===== src/rtl/core/link_reconnect_backoff_controller_macros.svh =====
// Assertion macros for the link reconnect controller RTL.
`ifndef LINK_RECONNECT_BACKOFF_CONTROLLER_MACROS_SVH
`define LINK_RECONNECT_BACKOFF_CONTROLLER_MACROS_SVH
`ifndef SYNTHESIS
`define LRBC_ASSERT_IMP(label, clk, rst_n, ante, cons) \
    label: assert property (@(posedge clk) disable iff (!rst_n) (ante) |-> (cons)) \
        else $error("assertion failed: same-cycle implication");
`define LRBC_ASSERT_NXT(label, clk, rst_n, ante, cons) \
    label: assert property (@(posedge clk) disable iff (!rst_n) (ante) |=> (cons)) \
        else $error("assertion failed: next-cycle implication");
`else
`define LRBC_ASSERT_IMP(label, clk, rst_n, ante, cons)
`define LRBC_ASSERT_NXT(label, clk, rst_n, ante, cons)
`endif
`endif


===== src/rtl/core/lrbc_pkg.sv =====
// Types, codes and reset constants for the link reconnect backoff controller.
`timescale 1ns / 1ps
package lrbc_pkg;

    typedef enum logic [3:0]
    {
        MODE_DISABLED   = 4'b0001,
        MODE_CONNECTING = 4'b0010,
        MODE_CONNECTED  = 4'b0100,
        MODE_WAITING    = 4'b1000
    } mode_t;

    localparam logic [1:0] MODE_CODE_DISABLED   = 2'd0;
    localparam logic [1:0] MODE_CODE_CONNECTING = 2'd1;
    localparam logic [1:0] MODE_CODE_CONNECTED  = 2'd2;
    localparam logic [1:0] MODE_CODE_WAITING    = 2'd3;

    localparam logic OP_START = 1'b0;
    localparam logic OP_POLL  = 1'b1;

    localparam logic [1:0] REG_CONNECT_TIMEOUT = 2'd0;
    localparam logic [1:0] REG_BACKOFF_INITIAL = 2'd1;
    localparam logic [1:0] REG_BACKOFF_MAX     = 2'd2;

    localparam logic [30:0] CONNECT_TIMEOUT_RST = 31'd10000;
    localparam logic [30:0] BACKOFF_INITIAL_RST = 31'd1000;
    localparam logic [30:0] BACKOFF_MAX_RST     = 31'd60000;

    typedef struct packed
    {
        logic        op;
        logic [31:0] now_ms;
        logic        link_up;
        logic        has_credentials;
    } item_t;

    typedef struct packed
    {
        logic [30:0] connect_timeout_ms;
        logic [30:0] backoff_initial_ms;
        logic [30:0] backoff_max_ms;
    } cfg_t;

    typedef struct packed
    {
        mode_t       mode;
        logic [31:0] attempts;
        logic [31:0] start_time;
        logic [31:0] retry_time;
        logic [30:0] backoff;
    } state_t;

    typedef struct packed
    {
        logic [1:0]  mode;
        logic        start_attempt;
        logic        drop_link;
        logic [31:0] attempts;
        logic [30:0] retry_delay_ms;
    } result_t;

    function automatic logic [1:0] mode_code(input mode_t m);
        logic [1:0] c;
        unique case (m)
            MODE_DISABLED:   c = MODE_CODE_DISABLED;
            MODE_CONNECTING: c = MODE_CODE_CONNECTING;
            MODE_CONNECTED:  c = MODE_CODE_CONNECTED;
            MODE_WAITING:    c = MODE_CODE_WAITING;
            default:         c = MODE_CODE_DISABLED;
        endcase
        return c;
    endfunction

endpackage


===== src/rtl/core/lrbc_step.sv =====
// Next-state and result logic for one item of the reconnect controller.
`timescale 1ns / 1ps
module lrbc_step
(
    input  lrbc_pkg::item_t   item,
    input  lrbc_pkg::cfg_t    cfg,
    input  lrbc_pkg::state_t  cur,
    output lrbc_pkg::state_t  nxt,
    output lrbc_pkg::result_t res
);
    import lrbc_pkg::*;

    logic [31:0] timeout_deadline;
    logic [31:0] timeout_diff;
    logic [31:0] retry_diff;
    logic        timeout_reached;
    logic        retry_reached;
    logic [30:0] backoff_doubled;
    logic [30:0] backoff_capped;

    // Deadlines use the sign of the wrapped difference, so they survive timestamp wrap.
    assign timeout_deadline = cur.start_time + {1'b0, cfg.connect_timeout_ms};
    assign timeout_diff     = item.now_ms - timeout_deadline;
    assign retry_diff       = item.now_ms - cur.retry_time;
    assign timeout_reached  = ~timeout_diff[31];
    assign retry_reached    = ~retry_diff[31];

    assign backoff_doubled = {cur.backoff[29:0], 1'b0};
    assign backoff_capped  = (cur.backoff >= (cfg.backoff_max_ms >> 1)) ?
                             cfg.backoff_max_ms : backoff_doubled;

    always_comb
    begin
        logic begin_att;
        begin_att          = 1'b0;
        nxt                = cur;
        res.start_attempt  = 1'b0;
        res.drop_link      = 1'b0;
        res.retry_delay_ms = '0;

        if (item.op == OP_START)
        begin
            if (!item.has_credentials)
            begin
                nxt.mode = MODE_DISABLED;
            end
            else
            begin
                nxt.backoff = cfg.backoff_initial_ms;
                begin_att   = 1'b1;
            end
        end
        else
        begin
            unique case (cur.mode)
                MODE_CONNECTING:
                begin
                    if (item.link_up)
                    begin
                        nxt.mode    = MODE_CONNECTED;
                        nxt.backoff = cfg.backoff_initial_ms;
                    end
                    else if (timeout_reached)
                    begin
                        res.drop_link      = 1'b1;
                        nxt.retry_time     = item.now_ms + {1'b0, cur.backoff};
                        nxt.mode           = MODE_WAITING;
                        res.retry_delay_ms = cur.backoff;
                        nxt.backoff        = backoff_capped;
                    end
                end
                MODE_CONNECTED:
                begin
                    if (!item.link_up)
                    begin
                        res.drop_link = 1'b1;
                        nxt.backoff   = cfg.backoff_initial_ms;
                        begin_att     = 1'b1;
                    end
                end
                MODE_WAITING:
                begin
                    if (retry_reached)
                    begin
                        begin_att = 1'b1;
                    end
                end
                MODE_DISABLED:
                begin
                end
                default:
                begin
                end
            endcase
        end

        if (begin_att)
        begin
            nxt.attempts      = cur.attempts + 32'd1;
            nxt.start_time    = item.now_ms;
            nxt.mode          = MODE_CONNECTING;
            res.start_attempt = 1'b1;
        end

        res.mode     = mode_code(nxt.mode);
        res.attempts = nxt.attempts;
    end

endmodule


===== src/rtl/core/link_reconnect_backoff_controller.sv =====
// Top level of the link reconnect controller with capped exponential backoff.
//
// Items arrive on the s_ channel: a start command or a poll (s_tuser) with a
// millisecond timestamp and the link flags in s_tdata. Each accepted item gives
// exactly one result item on the m_ channel: the mode after the step, the
// start-attempt and drop-link pulses, the attempt count and the retry delay.
// The item is held in an input register; the state update and the result are
// computed from it combinationally and land in the result register, which
// drives m_tvalid; a stalled receiver keeps the item in the input register.
// One item is taken per cycle for as long as the receiver keeps m_tready high;
// the combinational state update is what makes that possible.
// When the receiver stalls, the result register holds and one further item
// waits in the input register, after which s_tready drops.
// Configuration goes in through cfg_we, cfg_addr and cfg_wdata; the user must write
// it only while the block is idle (not enforced by the block); index 3 is ignored.
// Reset empties both registers, puts the mode to disabled, the counter and
// times to zero, the backoff to 1000 ms and the registers to their defaults.
`timescale 1ns / 1ps
`include "link_reconnect_backoff_controller_macros.svh"
module link_reconnect_backoff_controller
(
    input  logic        clk,
    input  logic        rst_n,
    input  logic        cfg_we,
    input  logic [1:0]  cfg_addr,
    input  logic [30:0] cfg_wdata,
    input  logic        s_tvalid,
    output logic        s_tready,
    // s_tdata: now_ms[31:0], link_up[32], has_credentials[33], zero fill[39:34]
    input  logic [39:0] s_tdata,
    // s_tuser: op (0 start, 1 poll)
    input  logic        s_tuser,
    output logic        m_tvalid,
    input  logic        m_tready,
    // m_tdata: mode[1:0], start_attempt[2], drop_link[3], attempts[35:4],
    // retry_delay_ms[66:36], zero fill[71:67]
    output logic [71:0] m_tdata
);
    import lrbc_pkg::*;

    logic    in_valid_reg;
    item_t   in_item_reg;
    logic    out_valid_reg;
    result_t out_res_reg;
    state_t  state_reg;
    state_t  state_next;
    result_t res_next;
    cfg_t    cfg_reg;
    item_t   s_item;
    logic    load;

    assign s_item.op              = s_tuser;
    assign s_item.now_ms          = s_tdata[31:0];
    assign s_item.link_up         = s_tdata[32];
    assign s_item.has_credentials = s_tdata[33];

    // The held item moves on whenever the result register is free or being drained.
    assign load     = in_valid_reg && (!out_valid_reg || m_tready);
    assign s_tready = !in_valid_reg || load;

    lrbc_step u_step
    (
        .item (in_item_reg),
        .cfg  (cfg_reg),
        .cur  (state_reg),
        .nxt  (state_next),
        .res  (res_next)
    );

    always_ff @(posedge clk or negedge rst_n)
    begin
        if (!rst_n)
        begin
            in_valid_reg <= 1'b0;
        end
        else if (s_tready)
        begin
            in_valid_reg <= s_tvalid;
        end
    end

    always_ff @(posedge clk)
    begin
        if (s_tvalid && s_tready)
        begin
            in_item_reg <= s_item;
        end
    end

    always_ff @(posedge clk or negedge rst_n)
    begin
        if (!rst_n)
        begin
            out_valid_reg <= 1'b0;
        end
        else if (load)
        begin
            out_valid_reg <= 1'b1;
        end
        else if (m_tready)
        begin
            out_valid_reg <= 1'b0;
        end
    end

    always_ff @(posedge clk)
    begin
        if (load)
        begin
            out_res_reg <= res_next;
        end
    end

    always_ff @(posedge clk or negedge rst_n)
    begin
        if (!rst_n)
        begin
            state_reg.mode       <= MODE_DISABLED;
            state_reg.attempts   <= '0;
            state_reg.start_time <= '0;
            state_reg.retry_time <= '0;
            state_reg.backoff    <= BACKOFF_INITIAL_RST;
        end
        else if (load)
        begin
            state_reg <= state_next;
        end
    end

    always_ff @(posedge clk or negedge rst_n)
    begin
        if (!rst_n)
        begin
            cfg_reg.connect_timeout_ms <= CONNECT_TIMEOUT_RST;
            cfg_reg.backoff_initial_ms <= BACKOFF_INITIAL_RST;
            cfg_reg.backoff_max_ms     <= BACKOFF_MAX_RST;
        end
        else if (cfg_we)
        begin
            unique case (cfg_addr)
                REG_CONNECT_TIMEOUT: cfg_reg.connect_timeout_ms <= cfg_wdata;
                REG_BACKOFF_INITIAL: cfg_reg.backoff_initial_ms <= cfg_wdata;
                REG_BACKOFF_MAX:     cfg_reg.backoff_max_ms     <= cfg_wdata;
                default:
                begin
                end
            endcase
        end
    end

    assign m_tvalid = out_valid_reg;
    assign m_tdata  = {5'b0, out_res_reg.retry_delay_ms, out_res_reg.attempts,
                       out_res_reg.drop_link, out_res_reg.start_attempt, out_res_reg.mode};

    `LRBC_ASSERT_IMP(a_start_means_connecting, clk, rst_n,
        m_tvalid && out_res_reg.start_attempt, out_res_reg.mode == MODE_CODE_CONNECTING)
    `LRBC_ASSERT_IMP(a_delay_means_waiting, clk, rst_n,
        m_tvalid && (out_res_reg.retry_delay_ms != '0), out_res_reg.mode == MODE_CODE_WAITING)
    `LRBC_ASSERT_NXT(a_load_shows_result, clk, rst_n, load, m_tvalid)
    `LRBC_ASSERT_IMP(a_empty_input_ready, clk, rst_n, !in_valid_reg, s_tready)

endmodule


===== config.mk =====
export PLATFORM = sky130hd
export DESIGN_NAME = link_reconnect_backoff_controller
export DESIGN_NICKNAME = d
export VERILOG_FILES = /design/src/rtl/core/lrbc_pkg.sv /design/src/rtl/core/lrbc_step.sv /design/src/rtl/core/link_reconnect_backoff_controller.sv
export VERILOG_INCLUDE_DIRS = /design/src /design/src/rtl/core
export SDC_FILE = /design/constraint.sdc
export NUM_CORES = 1
export LEC_CHECK = 0
export ABC_AREA = 1
export ABC_CLOCK_PERIOD_IN_PS = 6250
export BUFFER_PORTS_ARGS = -buffer_cell sky130_fd_sc_hd__buf_2
export CAP_MARGIN = 20
export CORE_ASPECT_RATIO = 0.9
export CORE_UTILIZATION = 51
export CTS_BUF_LIST = sky130_fd_sc_hd__clkbuf_2 sky130_fd_sc_hd__clkbuf_4 sky130_fd_sc_hd__clkbuf_8
export DETAILED_ROUTE_END_ITERATION = 16
export HOLD_SLACK_MARGIN = 0.1
export PLACE_DENSITY = 0.78
export SLEW_MARGIN = 20
export SYNTH_ARGS = -nofsm -noshare
export SYNTH_HDL_FRONTEND = slang
export SYNTH_HIERARCHICAL = 1
export SYNTH_SLANG_ARGS = --single-unit
export TNS_END_PERCENT = 50

===== constraint.sdc =====
create_clock -name clk -period 6.25 [get_ports clk]
set_input_delay 0.9375 -clock clk [delete_from_list [all_inputs] [get_ports clk]]
set_output_delay 0.9375 -clock clk [all_outputs]
set_load 0.02 [all_outputs]

==> results.txt <==
----------------------------------------------------
[Status]
  Result of the run ... finished, final reports clean

[Logic synthesis]
  Synthesized area per cell ... 7.75 sq um
  Sequential share of the synthesized area ... 41.2%
  Flop and latch count out of synthesis ... 328
  Most used flip-flop cell after synthesis ... sky130_fd_sc_hd__dfrtp_1
  Post-synth EDFFs ... 102
  Gate Count Post-Synth ... 2743
  Cell type with the highest aggregate area in the netlist ... sky130_fd_sc_hd__dfrtp_1
  Most frequent cell after synthesis ... sky130_fd_sc_hd__nand2_1
  Distinct cells, synth ... 50
  Area share of the largest cell type after synthesis ... 23.7%
  Synth top cells by count ... sky130_fd_sc_hd__nand2_1, sky130_fd_sc_hd__inv_1, sky130_fd_sc_hd__nand3_1, sky130_fd_sc_hd__dfrtp_1
  Share of async-settable or async-resettable flops after synthesis ... 68.9%
  Total number of yosys warnings ... 6
  Main area contributors after synthesis ... sky130_fd_sc_hd__dfrtp_1, sky130_fd_sc_hd__nand2_1, sky130_fd_sc_hd__edfxtp_1
  Synth Cell Area ... 21300 sq um

[Pwr]
  Relative contribution of the clock network to total power ... 23.5%
  Largest vdd supply drop ... 0.208 mV
  Sequential cell fraction of total power ... 33.2%
  Comb pwr share ... ~43%
  Leakage dissipation ... 11.6 nW
  Internal power summed over all cells ... 0.00551 W
  Switching part of the total ... about 44%
  Pwr per Cell Area ... around 420 nW/um^2
  Net switching component of the power ... 0.00427 W

[Floorplanning]
  DIE AREA ... 42500 sq um
  Cell row count ... 70
  Initial core utilization ... 52.1%
  Standard cell core area ... 40800 sq um
  Die boundary height ... 196 microns
  Floorplan die width ... 217 microns
  Total I/O pin count ... 153

[Clock network]
  Clock tree root buffer cell ... sky130_fd_sc_hd__clkbuf_8
  Insertion delay of the later-clocked pin in the worst-skew pair ... 0.67 ns
  Number of H-tree levels ... 2
  Clock transition at the registers of the reported paths ... 0.07 ns
  Clock Sink Count ... 328
  Post_cts resized ... 0
  TritonCTS clock tree ... yes
  Number of buffers added by the clock tree synthesis step ... 56
  Buffers inserted by post-CTS timing repair ... 0
  CTS hold repair buffers ... 0
  Deepest clock path buffer count ... 3

[STA]
  Actual slew at the worst max-slew pin ... 1.11 ns
  Period utilization ... 65.2%
  Max Clock Freq ... 245 MHz
  Final setup violating endpoints ... 0
  Tmin final ... 4.08 ns
  Worst setup skew after layout ... 0.0522 ns
  Final critical-path setup slack ... 2.17 ns
  Unrepaired setup endpoints after global routing ... false
  Final count of pins violating max slew ... 0
  Setup Total Neg Slack ... 0 ns
  Number of hold violations in the final report ... 0
  Worst slew margin ... 25.8%

[Global routing]
  Congestion Overflow GR ... 0
  Largest net degree at the start of global routing ... 117
  Via count of the first global-routing pass ... 18700
  GR Util All Layers ... 29.6%
  Global-route wire length before repair ... 99.0 mm
  Number of antenna violations at the first check in global routing ... 1

[Final layout]
  Number of flip-flops in the largest register ... 131
  Final net count ... 3035
  Layout-stage area growth over the synthesis result ... 9.35%
  Share of cells above drive strength 1 ... 11.6%
  Total inserted antenna cells ... 0

[Placed design]
  Placement-stage worst setup slack ... 2.22 ns
  HPWL after DPL ... 42.0 mm
  Routability-driven placement congestion ratio ... 0.976
  Quantity of I/O buffers inserted on ports ... 141

[Drt]
  Ratio of routed vias to standard cells ... 5.68
  TritonRoute pass-1 iters ... 6
  Number of remaining DRC errors ... 0
  DRC marker count from the first detailed-route iteration ... between 2000 and 2500
  Routed wire per std cell ... roughly 18 microns
  Total wire length after detailed routing ... 62.5 mm
  Post-detailed-route count of antenna-violating nets ... 0
  Vias ... 19200

[Worst setup path]
  Crit path largest cell delay ... 0.60 ns
  Nature of the critical path startpoint ... flip-flop
  Crit. End Element ... flip-flop
  Critical path class ... flip-flop to flip-flop
  Crit-path cells ... inv_1 -> fa_1 -> inv_1 -> ha_1 -> nand2_1 -> nor2_1 -> nand3_1 -> nor2_1 -> nand2_1 -> nand2_1 -> nand2_1 -> nand2_1 -> nand3_2 -> inv_2 -> nand3_1 -> o21ai_0 -> inv_1 -> nand3_1 -> nand2_1
  Maximum fanout along the worst path ... 24
  Cell with the biggest individual delay on the critical path ... sky130_fd_sc_hd__inv_2
  Most frequent cell on the critical path ... sky130_fd_sc_hd__nand2_1
  Data required time of the critical path ... approximately 6.8 ns
  Worst Path Arrival ... between 4 and 5 ns

[Run]
  Number of max-cap violations ... 0

[Hold path]
  Path type of the worst min-delay path ... input pin to async pin

----------------------------------------------------
==> cells in the final DEF (no fill, tap or decap), types with 16 or more instances in the layout <==
cell type                  synthesis  routed
sky130_fd_sc_hd__nand2_1         928     927
sky130_fd_sc_hd__inv_1           327     325
sky130_fd_sc_hd__nand3_1         210     209
sky130_fd_sc_hd__dfrtp_1         201     200
sky130_fd_sc_hd__buf_2            81     140
sky130_fd_sc_hd__ha_1            124     124
sky130_fd_sc_hd__nor2_1          124     122
sky130_fd_sc_hd__o21ai_0         116     116
sky130_fd_sc_hd__edfxtp_1        102     102
sky130_fd_sc_hd__nand4_1          81      81
sky130_fd_sc_hd__a21oi_1          78      78
sky130_fd_sc_hd__clkbuf_8          0      72
sky130_fd_sc_hd__o211ai_1         32      32
sky130_fd_sc_hd__a22oi_1          31      31
sky130_fd_sc_hd__fa_1             30      30
sky130_fd_sc_hd__xor2_1           26      26
sky130_fd_sc_hd__dfstp_2          25      25
sky130_fd_sc_hd__nor3_1           24      24
sky130_fd_sc_hd__xnor2_1          24      24
sky130_fd_sc_hd__o21ai_1          22      22
sky130_fd_sc_hd__buf_4            48      18
sky130_fd_sc_hd__clkbuf_4          0      16
==> worst paths after layout <==
path / from / to / slack [ns] / cells after the start
min: rst_n / cfg_reg[47] / 0.38 / 1
max: in_item_reg[31] / state_reg[57] / 2.17 / 19
max reg2reg: in_item_reg[31] / state_reg[57] / 2.17 / 19
max in group asynchronous: rst_n / state_reg[46] / 4.73 / 2
min in group clk: s_tdata[29] / in_item_reg[31] / 0.45 / 1
min reg2reg: cfg_reg[15] / cfg_reg[15] / 0.46 / 2
==> area by class of cell <==
cell class | count | area, sq um
Sequential cell | 328 | 8750
Clock inverter | 16 | 218
Timing Repair Buffer | 161 | 898
Multi-Input combinational cell | 1920 | 10300
Tap cell | 540 | 676
Inverter | 335 | 1260
Fill cell | 3729 | 17600
Clock buffer | 88 | 1110
==> metal layers <==
metal / wire length [microns] / part of all wire (%) / GRT usage, % / up-vias
met4: 1980 / 3.2 / 11.8 / 2
met5: 13 / 0.021 / 0 / -
met1: 26500 / 42 / 41.0 / 9107
met2: 28300 / 45 / 45.9 / 968
met3: 5790 / 9.3 / 5.44 / 171
li1: - / - / - / 8990
==> cells by family after synthesis <==
logic type      after synthesis  synth area share, %
fa+ha+maj                   154                 10.1
other cells                   1               0.0176
buf+inv                     499                 10.4
simple gates               1404                 27.9
compound gates              307                 8.31
flops                       328                 41.2
xor+xnor                     50                 2.06
==> power groups by stage <==
stage / logic (W) / clock network, W / registers [W]
2_1_floorplan: 0.00303 / 0 / 0.00309
3_3_place_gp: 0.00393 / 0 / 0.00323
3_5_place_dp: 0.00412 / 0 / 0.00326
4_1_cts: 0.00416 / 0.00233 / 0.00322
5_1_grt: 0.00473 / 0.00242 / 0.00329
6_report: 0.00423 / 0.00229 / 0.00325
==> worst max-delay path: cells and delay by family (launching register included) <==
| kind | cells | cell delay [ns] |
|---|---|---|
| AO/OA/AOI/OAI | 1 | 0.12 |
| adder cells (fa/ha/maj) | 2 | 0.81 |
| buffers and inverters | 4 | 0.82 |
| flip-flops | 1 | 0.51 |
| AND/OR/NAND/NOR | 12 | 1.69 |
==> through the flow <==
step | util [%] | std cells | total power (W) | area [sq um] | hold WS (ns)
detailed placement | 53.7 | 3284 | 0.00738 | 21900 | 0.456
global placement | 53.6 | 3283 | 0.00717 | 21900 | 0.453
CTS | 56.9 | 3388 | 0.00971 | 23200 | 0.395
global route | 56.9 | 3388 | 0.0104 | 23200 | 0.420
finish | 56.9 | 3388 | 0.00977 | 23200 | 0.382
floorplan | - | 2747 | 0.00613 | 21300 | 0.442
Note: power is estimated with default switching activity, not from simulation.
